<file path="src/rtl/qdpi_pkg.sv">
// ----------------------------------------------------------------------------
// qdpi_pkg: shared types and constants for the quadrature decoder / PI loop
// Item kinds, sequencer states, register indexes and the edge decode helper.
// ----------------------------------------------------------------------------
package qdpi_pkg;

  localparam int COUNT_WIDTH_DEF = 16;

  localparam int MAX_W      = 16;  // width of the tick maximum registers
  localparam int GAIN_W     = 16;
  localparam int FAULT_W    = 16;
  localparam int TARGET_W   = 10;
  localparam int ANGLE_W    = 9;
  localparam int DRIVE_W    = 9;
  localparam int SUM_W      = 8;
  localparam int ERR_W      = 11;  // target minus angle before wrapping
  localparam int QUOT_W     = 9;   // quotient below 360 when gear < max
  localparam int DIVIDEND_W = 25;  // 16 bit gear count times 360
  localparam int MUL_W      = 17;  // signed operand width of shared multiplier
  localparam int PROD_W     = 2 * MUL_W;

  localparam logic [MAX_W-1:0] MOTOR_MAX_RST = 16'd2015;
  localparam logic [MAX_W-1:0] GEAR_MAX_RST  = 16'd8063;
  localparam logic [GAIN_W-1:0] PROP_GAIN_RST  = 16'd10;
  localparam logic [GAIN_W-1:0] INTEG_GAIN_RST = 16'd0;

  localparam int FULL_TURN  = 360;
  localparam int HALF_TURN  = 180;
  localparam int SUM_LIMIT  = 100;
  localparam int DRIVE_LIMIT = 150;

  typedef enum logic [1:0] {
    KIND_EDGE_A = 2'd0,
    KIND_EDGE_B = 2'd1,
    KIND_TICK   = 2'd2,
    KIND_START  = 2'd3
  } kind_t;

  typedef enum logic [1:0] {
    REG_MOTOR_MAX  = 2'd0,
    REG_GEAR_MAX   = 2'd1,
    REG_PROP_GAIN  = 2'd2,
    REG_INTEG_GAIN = 2'd3
  } reg_idx_t;

  typedef enum logic [1:0] {
    DIR_NONE = 2'd0,
    DIR_UP   = 2'd1,
    DIR_DOWN = 2'd2
  } dir_t;

  typedef enum logic [3:0] {
    S_IDLE,
    S_EDGE,
    S_CLEAR,
    S_ANGLE,
    S_MULA,
    S_DIVGO,
    S_DIVW,
    S_ERR,
    S_WRAP,
    S_SUM,
    S_MULP,
    S_MULI,
    S_SAT,
    S_RESULT
  } state_t;

  // Decode one pin edge against the last A/B levels.
  function automatic dir_t edge_dir(logic pin_b, logic lvl, logic la, logic lb);
    dir_t d;
    d = DIR_NONE;
    if (!pin_b) begin
      if (lvl) begin
        if (!la && lb) d = DIR_UP;
        else if (!la && !lb) d = DIR_DOWN;
      end else begin
        if (la && !lb) d = DIR_UP;
        else if (la && lb) d = DIR_DOWN;
      end
    end else begin
      if (lvl) begin
        if (!la && !lb) d = DIR_UP;
        else if (la && !lb) d = DIR_DOWN;
      end else begin
        if (la && lb) d = DIR_UP;
        else if (!la && lb) d = DIR_DOWN;
      end
    end
    return d;
  endfunction

endpackage

</file>
<file path="src/rtl/qdpi_div.sv">
// ----------------------------------------------------------------------------
// qdpi_div: restoring divider for the gear angle
// One quotient bit per cycle; caller guarantees quotient < 512.
// ----------------------------------------------------------------------------
module qdpi_div
  import qdpi_pkg::*;
(
  input  logic                  clk,
  input  logic                  rst,
  input  logic                  start,
  input  logic [DIVIDEND_W-1:0] dividend,
  input  logic [MAX_W-1:0]      divisor,
  output logic                  done,
  output logic [QUOT_W-1:0]     quot
);

  localparam int CNT_W = $clog2(QUOT_W);

  logic                  busy;
  logic [CNT_W-1:0]      cnt;
  logic [DIVIDEND_W-1:0] rem;
  logic [DIVIDEND_W-1:0] dsh;
  logic                  fits;

  assign fits = (rem >= dsh);

  always_ff @(posedge clk) begin
    if (rst) begin
      busy <= 1'b0;
      done <= 1'b0;
      cnt  <= '0;
    end else begin
      done <= 1'b0;
      if (start) begin
        busy <= 1'b1;
        cnt  <= CNT_W'(QUOT_W - 1);
      end else if (busy) begin
        if (cnt == '0) begin
          busy <= 1'b0;
          done <= 1'b1;
        end else begin
          cnt <= cnt - 1'b1;
        end
      end
    end
  end

  // datapath: divisor starts aligned to the top quotient bit
  always_ff @(posedge clk) begin
    if (start) begin
      rem  <= dividend;
      dsh  <= DIVIDEND_W'({divisor, {(QUOT_W-1){1'b0}}});
      quot <= '0;
    end else if (busy) begin
      if (fits) rem <= rem - dsh;
      quot <= {quot[QUOT_W-2:0], fits};
      dsh  <= dsh >> 1;
    end
  end

endmodule

</file>
<file path="src/rtl/quadrature_decoder_pi_position_loop_top.sv">
// ----------------------------------------------------------------------------
// quadrature_decoder_pi_position_loop_top: encoder decoder with PI position loop
// Sequence: edge and start beats pass one update state before the result
//   state; a control tick runs the gear*360 pass and the divider when the
//   angle needs it, up to two error wrap steps and the kp and ki passes.
// Throughput: one input beat at a time; in_ready is high only when idle.
// Reset (rst, synchronous, active high) clears counters, levels, error sum,
//   drive and output valid, and loads the register defaults.
// ----------------------------------------------------------------------------
module quadrature_decoder_pi_position_loop_top
  import qdpi_pkg::*;
#(
  parameter int COUNT_WIDTH = COUNT_WIDTH_DEF
)
(
  input  logic                       clk,
  input  logic                       rst,
  // configuration
  input  logic                       cfg_we,
  input  logic [1:0]                 cfg_index,
  input  logic [MAX_W-1:0]           cfg_data,
  // input beat
  input  logic                       in_valid,
  output logic                       in_ready,
  input  logic [1:0]                 kind,
  input  logic                       pin_level,
  input  logic signed [TARGET_W-1:0] target_degrees,
  // result beat
  output logic                       out_valid,
  input  logic                       out_ready,
  output logic [15:0]                motor_count,
  output logic [15:0]                gear_count,
  output logic [FAULT_W-1:0]         fault_count,
  output logic [ANGLE_W-1:0]         gear_angle,
  output logic signed [DRIVE_W-1:0]  drive
);

  // gear count compared against the 16 bit maximum in a common width
  localparam int WIDE_W = (COUNT_WIDTH > MAX_W) ? COUNT_WIDTH : MAX_W;

  // --------------------------------------------------------------------------
  // Configuration registers
  // --------------------------------------------------------------------------
  logic [MAX_W-1:0]         motor_max;
  logic [MAX_W-1:0]         gear_max;
  logic signed [GAIN_W-1:0] prop_gain;
  logic signed [GAIN_W-1:0] integ_gain;

  always_ff @(posedge clk) begin
    if (rst) begin
      motor_max  <= MOTOR_MAX_RST;
      gear_max   <= GEAR_MAX_RST;
      prop_gain  <= PROP_GAIN_RST;
      integ_gain <= INTEG_GAIN_RST;
    end else if (cfg_we) begin
      case (reg_idx_t'(cfg_index))
        REG_MOTOR_MAX:  motor_max  <= cfg_data;
        REG_GEAR_MAX:   gear_max   <= cfg_data;
        REG_PROP_GAIN:  prop_gain  <= cfg_data;
        REG_INTEG_GAIN: integ_gain <= cfg_data;
        default: ;
      endcase
    end
  end

  // --------------------------------------------------------------------------
  // Wrapping counters. The maximum is cut or extended to the counter width.
  // --------------------------------------------------------------------------
  function automatic logic [COUNT_WIDTH-1:0] count_up(
    logic [COUNT_WIDTH-1:0] c, logic [MAX_W-1:0] mx);
    logic [COUNT_WIDTH-1:0] r;
    if (c == COUNT_WIDTH'(mx)) r = '0;
    else r = c + 1'b1;
    return r;
  endfunction

  function automatic logic [COUNT_WIDTH-1:0] count_down(
    logic [COUNT_WIDTH-1:0] c, logic [MAX_W-1:0] mx);
    logic [COUNT_WIDTH-1:0] r;
    if (c == '0) r = COUNT_WIDTH'(mx);
    else r = c - 1'b1;
    return r;
  endfunction

  // --------------------------------------------------------------------------
  // Sequencer
  // --------------------------------------------------------------------------
  state_t state, state_next;

  // latched input beat
  kind_t                     kind_q;
  logic                      lvl_q;
  logic signed [TARGET_W-1:0] target_q;

  // decoder and loop state
  logic                      last_a, last_b;
  logic [COUNT_WIDTH-1:0]    motor_ticks, gear_ticks;
  logic [FAULT_W-1:0]        bad_edges;
  logic signed [SUM_W-1:0]   error_sum;
  logic signed [DRIVE_W-1:0] last_drive;

  // working registers
  logic [ANGLE_W-1:0]        angle;
  logic signed [ERR_W-1:0]   err;
  logic signed [PROD_W-1:0]  prod;

  logic [WIDE_W-1:0]         gear_w;
  logic                      gear_at_max;
  logic                      err_high, err_low;
  dir_t                      dir;

  // sequencer outputs
  logic in_take;
  logic div_start;
  logic out_load;

  // divider link
  logic              div_done;
  logic [QUOT_W-1:0] div_quot;

  assign gear_w      = WIDE_W'(gear_ticks);
  assign gear_at_max = (gear_w >= WIDE_W'(gear_max));
  assign err_high    = (err > ERR_W'(HALF_TURN));
  assign err_low     = (err < -ERR_W'(HALF_TURN));
  assign dir         = edge_dir(kind_q == KIND_EDGE_B, lvl_q, last_a, last_b);

  always_comb begin
    state_next = state;
    case (state)
      S_IDLE: begin
        if (in_valid) begin
          case (kind_t'(kind))
            KIND_EDGE_A, KIND_EDGE_B: state_next = S_EDGE;
            KIND_TICK:                state_next = S_ANGLE;
            KIND_START:               state_next = S_CLEAR;
            default:                  state_next = S_IDLE;
          endcase
        end
      end
      S_EDGE:  state_next = S_RESULT;
      S_CLEAR: state_next = S_RESULT;
      S_ANGLE: begin
        // zero maximum gives angle 0; a count at or past the maximum saturates
        if (gear_max == '0 || gear_at_max) state_next = S_ERR;
        else state_next = S_MULA;
      end
      S_MULA:  state_next = S_DIVGO;
      S_DIVGO: state_next = S_DIVW;
      S_DIVW:  if (div_done) state_next = S_ERR;
      S_ERR:   state_next = S_WRAP;
      S_WRAP:  if (!err_high && !err_low) state_next = S_SUM;
      S_SUM:   state_next = S_MULP;
      S_MULP:  state_next = S_MULI;
      S_MULI:  state_next = S_SAT;
      S_SAT:   state_next = S_RESULT;
      S_RESULT: if (!out_valid || out_ready) state_next = S_IDLE;
      default: state_next = S_IDLE;
    endcase
  end

  always_comb begin
    in_ready  = 1'b0;
    div_start = 1'b0;
    out_load  = 1'b0;
    case (state)
      S_IDLE:   in_ready  = 1'b1;
      S_DIVGO:  div_start = 1'b1;
      S_RESULT: out_load  = !out_valid || out_ready;
      default: ;
    endcase
  end

  assign in_take = in_valid && in_ready;

  always_ff @(posedge clk) begin
    if (rst) state <= S_IDLE;
    else state <= state_next;
  end

  // --------------------------------------------------------------------------
  // Shared signed multiplier; operands picked by the sequencer step.
  // gear*360 for the angle, then err*kp, then sum*ki.
  // --------------------------------------------------------------------------
  logic signed [MUL_W-1:0]  mul_a, mul_b;
  logic signed [PROD_W-1:0] mul_p;

  always_comb begin
    case (state)
      S_MULA: begin
        mul_a = MUL_W'({1'b0, gear_w[MAX_W-1:0]});
        mul_b = MUL_W'(FULL_TURN);
      end
      S_MULP: begin
        mul_a = MUL_W'(err);
        mul_b = MUL_W'(prop_gain);
      end
      S_MULI: begin
        mul_a = MUL_W'(error_sum);
        mul_b = MUL_W'(integ_gain);
      end
      default: begin
        mul_a = '0;
        mul_b = '0;
      end
    endcase
  end

  assign mul_p = PROD_W'(mul_a) * PROD_W'(mul_b);

  qdpi_div u_div (
    .clk      (clk),
    .rst      (rst),
    .start    (div_start),
    .dividend (prod[DIVIDEND_W-1:0]),
    .divisor  (gear_max),
    .done     (div_done),
    .quot     (div_quot)
  );

  // --------------------------------------------------------------------------
  // Control state updates
  // --------------------------------------------------------------------------
  logic signed [ERR_W-1:0] sum_wide;
  assign sum_wide = ERR_W'(error_sum) + err;

  always_ff @(posedge clk) begin
    if (rst) begin
      last_a      <= 1'b0;
      last_b      <= 1'b0;
      motor_ticks <= '0;
      gear_ticks  <= '0;
      bad_edges   <= '0;
      error_sum   <= '0;
      last_drive  <= '0;
    end else begin
      case (state)
        S_EDGE: begin
          case (dir)
            DIR_UP: begin
              motor_ticks <= count_up(motor_ticks, motor_max);
              gear_ticks  <= count_up(gear_ticks, gear_max);
            end
            DIR_DOWN: begin
              motor_ticks <= count_down(motor_ticks, motor_max);
              gear_ticks  <= count_down(gear_ticks, gear_max);
            end
            default: bad_edges <= bad_edges + 1'b1;
          endcase
          // the stored pin level follows even on an invalid transition
          if (kind_q == KIND_EDGE_B) last_b <= lvl_q;
          else last_a <= lvl_q;
        end
        S_CLEAR: error_sum <= '0;
        S_SUM: begin
          if (sum_wide > ERR_W'(SUM_LIMIT)) error_sum <= SUM_W'(SUM_LIMIT);
          else if (sum_wide < -ERR_W'(SUM_LIMIT)) error_sum <= -SUM_W'(SUM_LIMIT);
          else error_sum <= SUM_W'(sum_wide);
        end
        S_SAT: begin
          if (prod > PROD_W'(DRIVE_LIMIT)) last_drive <= DRIVE_W'(DRIVE_LIMIT);
          else if (prod < -PROD_W'(DRIVE_LIMIT)) last_drive <= -DRIVE_W'(DRIVE_LIMIT);
          else last_drive <= DRIVE_W'(prod);
        end
        default: ;
      endcase
    end
  end

  // --------------------------------------------------------------------------
  // Payload working registers
  // --------------------------------------------------------------------------
  always_ff @(posedge clk) begin
    if (in_take) begin
      kind_q   <= kind_t'(kind);
      lvl_q    <= pin_level;
      target_q <= target_degrees;
      angle    <= '0;   // edge and start beats report angle 0
    end
    case (state)
      S_ANGLE: begin
        if (gear_max != '0 && gear_at_max) angle <= ANGLE_W'(FULL_TURN);
      end
      S_MULA: prod <= mul_p;
      S_DIVW: if (div_done) angle <= div_quot;
      S_ERR:  err  <= ERR_W'(target_q) - ERR_W'({1'b0, angle});
      S_WRAP: begin
        if (err_high) err <= err - ERR_W'(FULL_TURN);
        else if (err_low) err <= err + ERR_W'(FULL_TURN);
      end
      S_MULP: prod <= mul_p;
      S_MULI: prod <= prod + mul_p;
      default: ;
    endcase
  end

  // --------------------------------------------------------------------------
  // Output register: holds the result beat until taken
  // --------------------------------------------------------------------------
  always_ff @(posedge clk) begin
    if (rst) begin
      out_valid <= 1'b0;
    end else if (out_load) begin
      out_valid <= 1'b1;
    end else if (out_ready) begin
      out_valid <= 1'b0;
    end
  end

  always_ff @(posedge clk) begin
    if (out_load) begin
      motor_count <= 16'(motor_ticks);
      gear_count  <= 16'(gear_ticks);
      fault_count <= bad_edges;
      gear_angle  <= angle;
      drive       <= last_drive;
    end
  end

  // --------------------------------------------------------------------------
  // Assertions
  // --------------------------------------------------------------------------
  a_sum_range: assert property (@(posedge clk) disable iff (rst)
    (error_sum <= SUM_W'(SUM_LIMIT)) && (error_sum >= -SUM_W'(SUM_LIMIT)))
    else $error("error sum left its clamp range");

  a_drive_range: assert property (@(posedge clk) disable iff (rst)
    (last_drive <= DRIVE_W'(DRIVE_LIMIT)) && (last_drive >= -DRIVE_W'(DRIVE_LIMIT)))
    else $error("drive left its saturation range");

  a_div_done_state: assert property (@(posedge clk) disable iff (rst)
    div_done |-> (state == S_DIVW))
    else $error("divider finished outside its wait step");

  a_angle_range: assert property (@(posedge clk) disable iff (rst)
    out_valid |-> (gear_angle <= ANGLE_W'(FULL_TURN)))
    else $error("reported angle above a full turn");

endmodule

</file>
<file path="config.mk">
export PLATFORM = sky130hd
export DESIGN_NAME = quadrature_decoder_pi_position_loop_top
export DESIGN_NICKNAME = d
export VERILOG_FILES = /design/src/rtl/qdpi_pkg.sv /design/src/rtl/qdpi_div.sv /design/src/rtl/quadrature_decoder_pi_position_loop_top.sv
export SDC_FILE = /design/constraint.sdc
export NUM_CORES = 1
export LEC_CHECK = 0
export BUFFER_PORTS_ARGS = -buffer_cell sky130_fd_sc_hd__clkbuf_2
export CAP_MARGIN = 5
export CORE_ASPECT_RATIO = 0.7
export CORE_MARGIN = 3
export CORE_UTILIZATION = 56
export DETAILED_ROUTE_END_ITERATION = 8
export PLACE_DENSITY_LB_ADDON = 0.2
export SYNTH_ARGS = -nofsm -noshare
export SYNTH_HDL_FRONTEND = slang
export SYNTH_SLANG_ARGS = --single-unit
</file>
<file path="constraint.sdc">
create_clock -name clk -period 10 [get_ports clk]
set_input_delay 1.5 -clock clk [delete_from_list [all_inputs] [get_ports clk]]
set_output_delay 1.5 -clock clk [all_outputs]
set_load 0.005 [all_outputs]
</file>
==> out/qor.csv <==
stage,metric,value,unit
run_status,status,"finished, final reports clean",
logic_synthesis,yosys_warnings,0,
clock_network,cts.sinks,333,
placed_design,port_buffers,103,
critical_path,path_common_cell,fa_1,
timing,finalClockSkew,0.0124,ns
critical_path,critPathMaxStageDelay,1.08,ns
timing,clock.fmax,0.105,GHz
timing,setup_violations,0,
routing,wl_per_cell,20.3,um
die,core,51600,um2
logic_synthesis,synth_top_cell_by_area,fa_1,
pwr,totalPowerFinal,5.23,mW
routing,wl_met1,38200,um
critical_path,crit_path_start_kind,flop,
layout,areaGrowthSynthToFinish,8.16,%
critical_path,worstPathArrival,9.80,ns
logic_synthesis,syn_inst,3381,
layout,multi_input_area,19100,um2
pwr,ir_worst_vdd,0.231,mV
routing,postRouteAntennaNets,0,
die,fp.dieW,281,um
critical_path,critical_path_class,reg2reg,
global_route,grt_first_pass_wirelength,134000,um
logic_synthesis,synth_flop_cell,dfxtp_1,
clock_network,cts_hold_buf,0,
timing,tightest_slew,1.39,ns
job,drv_cap,0,
logic_synthesis,synth_area,29700,um2
layout,register_area,8320,um2
layout,drive_above_1_share,7.64,%
layout,n_antenna_cell,0,
clock_network,clockBufferDepth,3,
clock_network,path_clk_slew,0.06,ns
routing,vias_per_cell,5.94,
critical_path,cp_max_fo,17,
logic_synthesis,synthArstFlopShare,0,%
die,die_y,199,um
logic_synthesis,synth_nets,3911,
clock_network,root_buffer,clkbuf_16,
timing,grt_setup_unrepaired,no,
global_route,grt_usage,30.6,%
timing,hold_viol,0,
hold_path,hp-class,reg2reg,
logic_synthesis,synth_area_per_cell,8.80,um2
routing,wl_met2,34000,um
logic_synthesis,synth_most_common_cell,inv_1,
routing,firstDrtPassIters,6,
placed_design,hpwl,66400,um
logic_synthesis,ys_ff_latch,333,
die,io-pin-count,104,
timing,slew_viol_final,0,
critical_path,end_kind,flop,
routing,vias,24500,
global_route,antenna_found_initial,2,
die,row_count,69,
global_route,grt_start_max_net_pins,67,
routing,routed_wl,84000,um
routing,drc_errors,0,
placed_design,routabilityCongestion,0.979,
timing,slew_headroom,7.50,%
routing,route.met3.wl,10300,um
layout,fin_nets,3958,
timing,finalSetupTns,0,ns
logic_synthesis,synth_top_cell_area_share,20.3,%
layout,instances_no_fill,4130,
routing,highest_layer,met5,
placed_design,place_inst,4059,
pwr,power_per_cell_area,163,nW/um2
global_route,grt_pass1_vias,23900,
routing,drt_first_iter_violations,2934,
timing,period_needed,9.51,ns
timing,finalCritPeriodShare,95.1,%
die,dieArea,55900,um2
critical_path,slowest_stage,a221oi_1,
logic_synthesis,synth_common_cells,"inv_1 (483), nand2_1 (392), nor2_1 (364)",
logic_synthesis,synth.distinct_cells,80,
die,start_util,57.6,%
clock_network,cts_tree,built,
global_route,grt_overflow_total,0,
clock_network,cts_buffers,36,
logic_synthesis,synth-seq-area-share,28.0,%
clock_network,clock_latency,0.55,ns
logic_synthesis,synthTopCellsByArea,"fa_1 (20%), edfxtp_1 (17%), dfxtp_1 (11%), ha_1 (8.1%), inv_1 (6.1%)",
critical_path,required,10.29,ns
logic_synthesis,synth-edff-count,165,
pwr,p_leak,14.7,nW
layout,final.fill_count,4350,
clock_network,htree_num_levels,2,
## kinds of logic (layout without fill, tap and decap cells)
family | count (synthesis) | in the layout | share of synthesized area, %
xor gates and xnor gates | 151 | 151 | 4.45
AOI/OAI and AO/OA | 653 | 653 | 13.4
muxes | 39 | 39 | 1.32
adders and majority gates | 494 | 494 | 28.4
and+or+nand+nor | 1083 | 1083 | 16.4
DFF | 333 | 333 | 28.0
buffers and inverters | 628 | 703 | 8.07
## layout make-up
class / count / share of cell area [%]
clock buffer: 47 / 3.03
clock inverter: 19 / 0.533
inverter: 484 / 5.65
multi-input combinational: 2420 / 59.5
sequential: 333 / 25.9
tap: 674 / 2.62
timing repair buffer: 153 / 2.79
## through the flow
stage          setup WS [ns]  instance area [um2]  util, %  hold WS, ns
2_1_floorplan           1.09                29700        -        0.403
3_3_place_gp           0.568                30900     59.9        0.419
3_5_place_dp           0.297                30900     59.9        0.415
4_1_cts                0.290                32100     62.1        0.429
5_1_grt               0.0843                32200     62.3        0.458
6_report               0.494                32200     62.3        0.432
## worst paths after layout
path / cells after the start / slack [ns] / endpoint / from
worst max-delay path: 35 / 0.49 / prod[33]$_DFFE_PP_ / state[1]$_SDFFE_PP0P_
worst min-delay path: 0 / 0.43 / drive[6]$_DFFE_PP_ / last_drive[6]$_SDFFE_PP0P_
worst max register to register: 35 / 0.49 / prod[33]$_DFFE_PP_ / state[1]$_SDFFE_PP0P_
worst min register to register: 0 / 0.43 / drive[6]$_DFFE_PP_ / last_drive[6]$_SDFFE_PP0P_
## where the power goes
group / internal [mW] / switching (mW)
sequential: 1.65 / 0.224
clock: 0.728 / 0.607
combinational: 0.723 / 1.30
## critical path, delay by kind of cell, from the launching register on
kind	cells	cell delay (ns)
xor gates and xnor gates	2	0.33
adders and majority gates	8	3.48
buffers and inverters	5	0.44
AOI/OAI and AO/OA	12	3.18
DFF	1	0.57
and+or+nand+nor	7	1.06
muxes	1	0.18
## layer usage
layer  GRT usage [%]  vias to the layer above
met5               0                        -
met4            6.87                        2
met3            8.30                      117
met2            43.7                     1237
met1            46.4                    11900
li1                -                    11300
## state kept, by name, summed over array words and instances (netlist names), 16 cells and up
| register | flops |
|---|---|
| u_div.rem | 25 |
| gear_ticks | 16 |
| prop_gain | 16 |
| u_div.dsh | 24 |
| prod | 34 |
| integ_gain | 16 |
| motor_ticks | 16 |
| motor_count | 16 |
| gear_count | 16 |
| motor_max | 16 |
| bad_edges | 16 |
| fault_count | 16 |
| gear_max | 16 |
## cells in the final DEF, fill, tap and decap left out, types with 11 or more instances in the layout
master,netlist,layout
mux2i_1,37,37
nor3b_1,20,19
ha_1,192,192
clkbuf_2,0,102
nor4_1,21,20
a31oi_1,14,13
a21oi_1,241,240
nand2b_1,27,27
nor3_1,36,36
o31ai_1,16,16
nor2_1,364,360
inv_1,483,483
o21bai_1,11,11
xor2_1,64,64
dfxtp_1,168,167
or2_2,18,18
a22o_1,15,14
a22oi_1,17,15
or3_1,13,13
edfxtp_1,165,165
xnor2_1,87,87
o211ai_1,24,24
fa_1,302,302
buf_4,1,50
nor2b_1,20,19
clkbuf_16,0,37
nand4_1,21,21
o21ai_0,160,160
nand3_1,63,61
o21ai_1,11,11
and3_1,51,50
a21o_1,45,45
nand2_1,392,391
## timing repair
action,4_1_cts,5_1_grt
buffers inserted,0,5
endpoints found under the setup margin,0,7
resized for setup,0,12
Note: power is estimated with default switching activity, not from simulation.
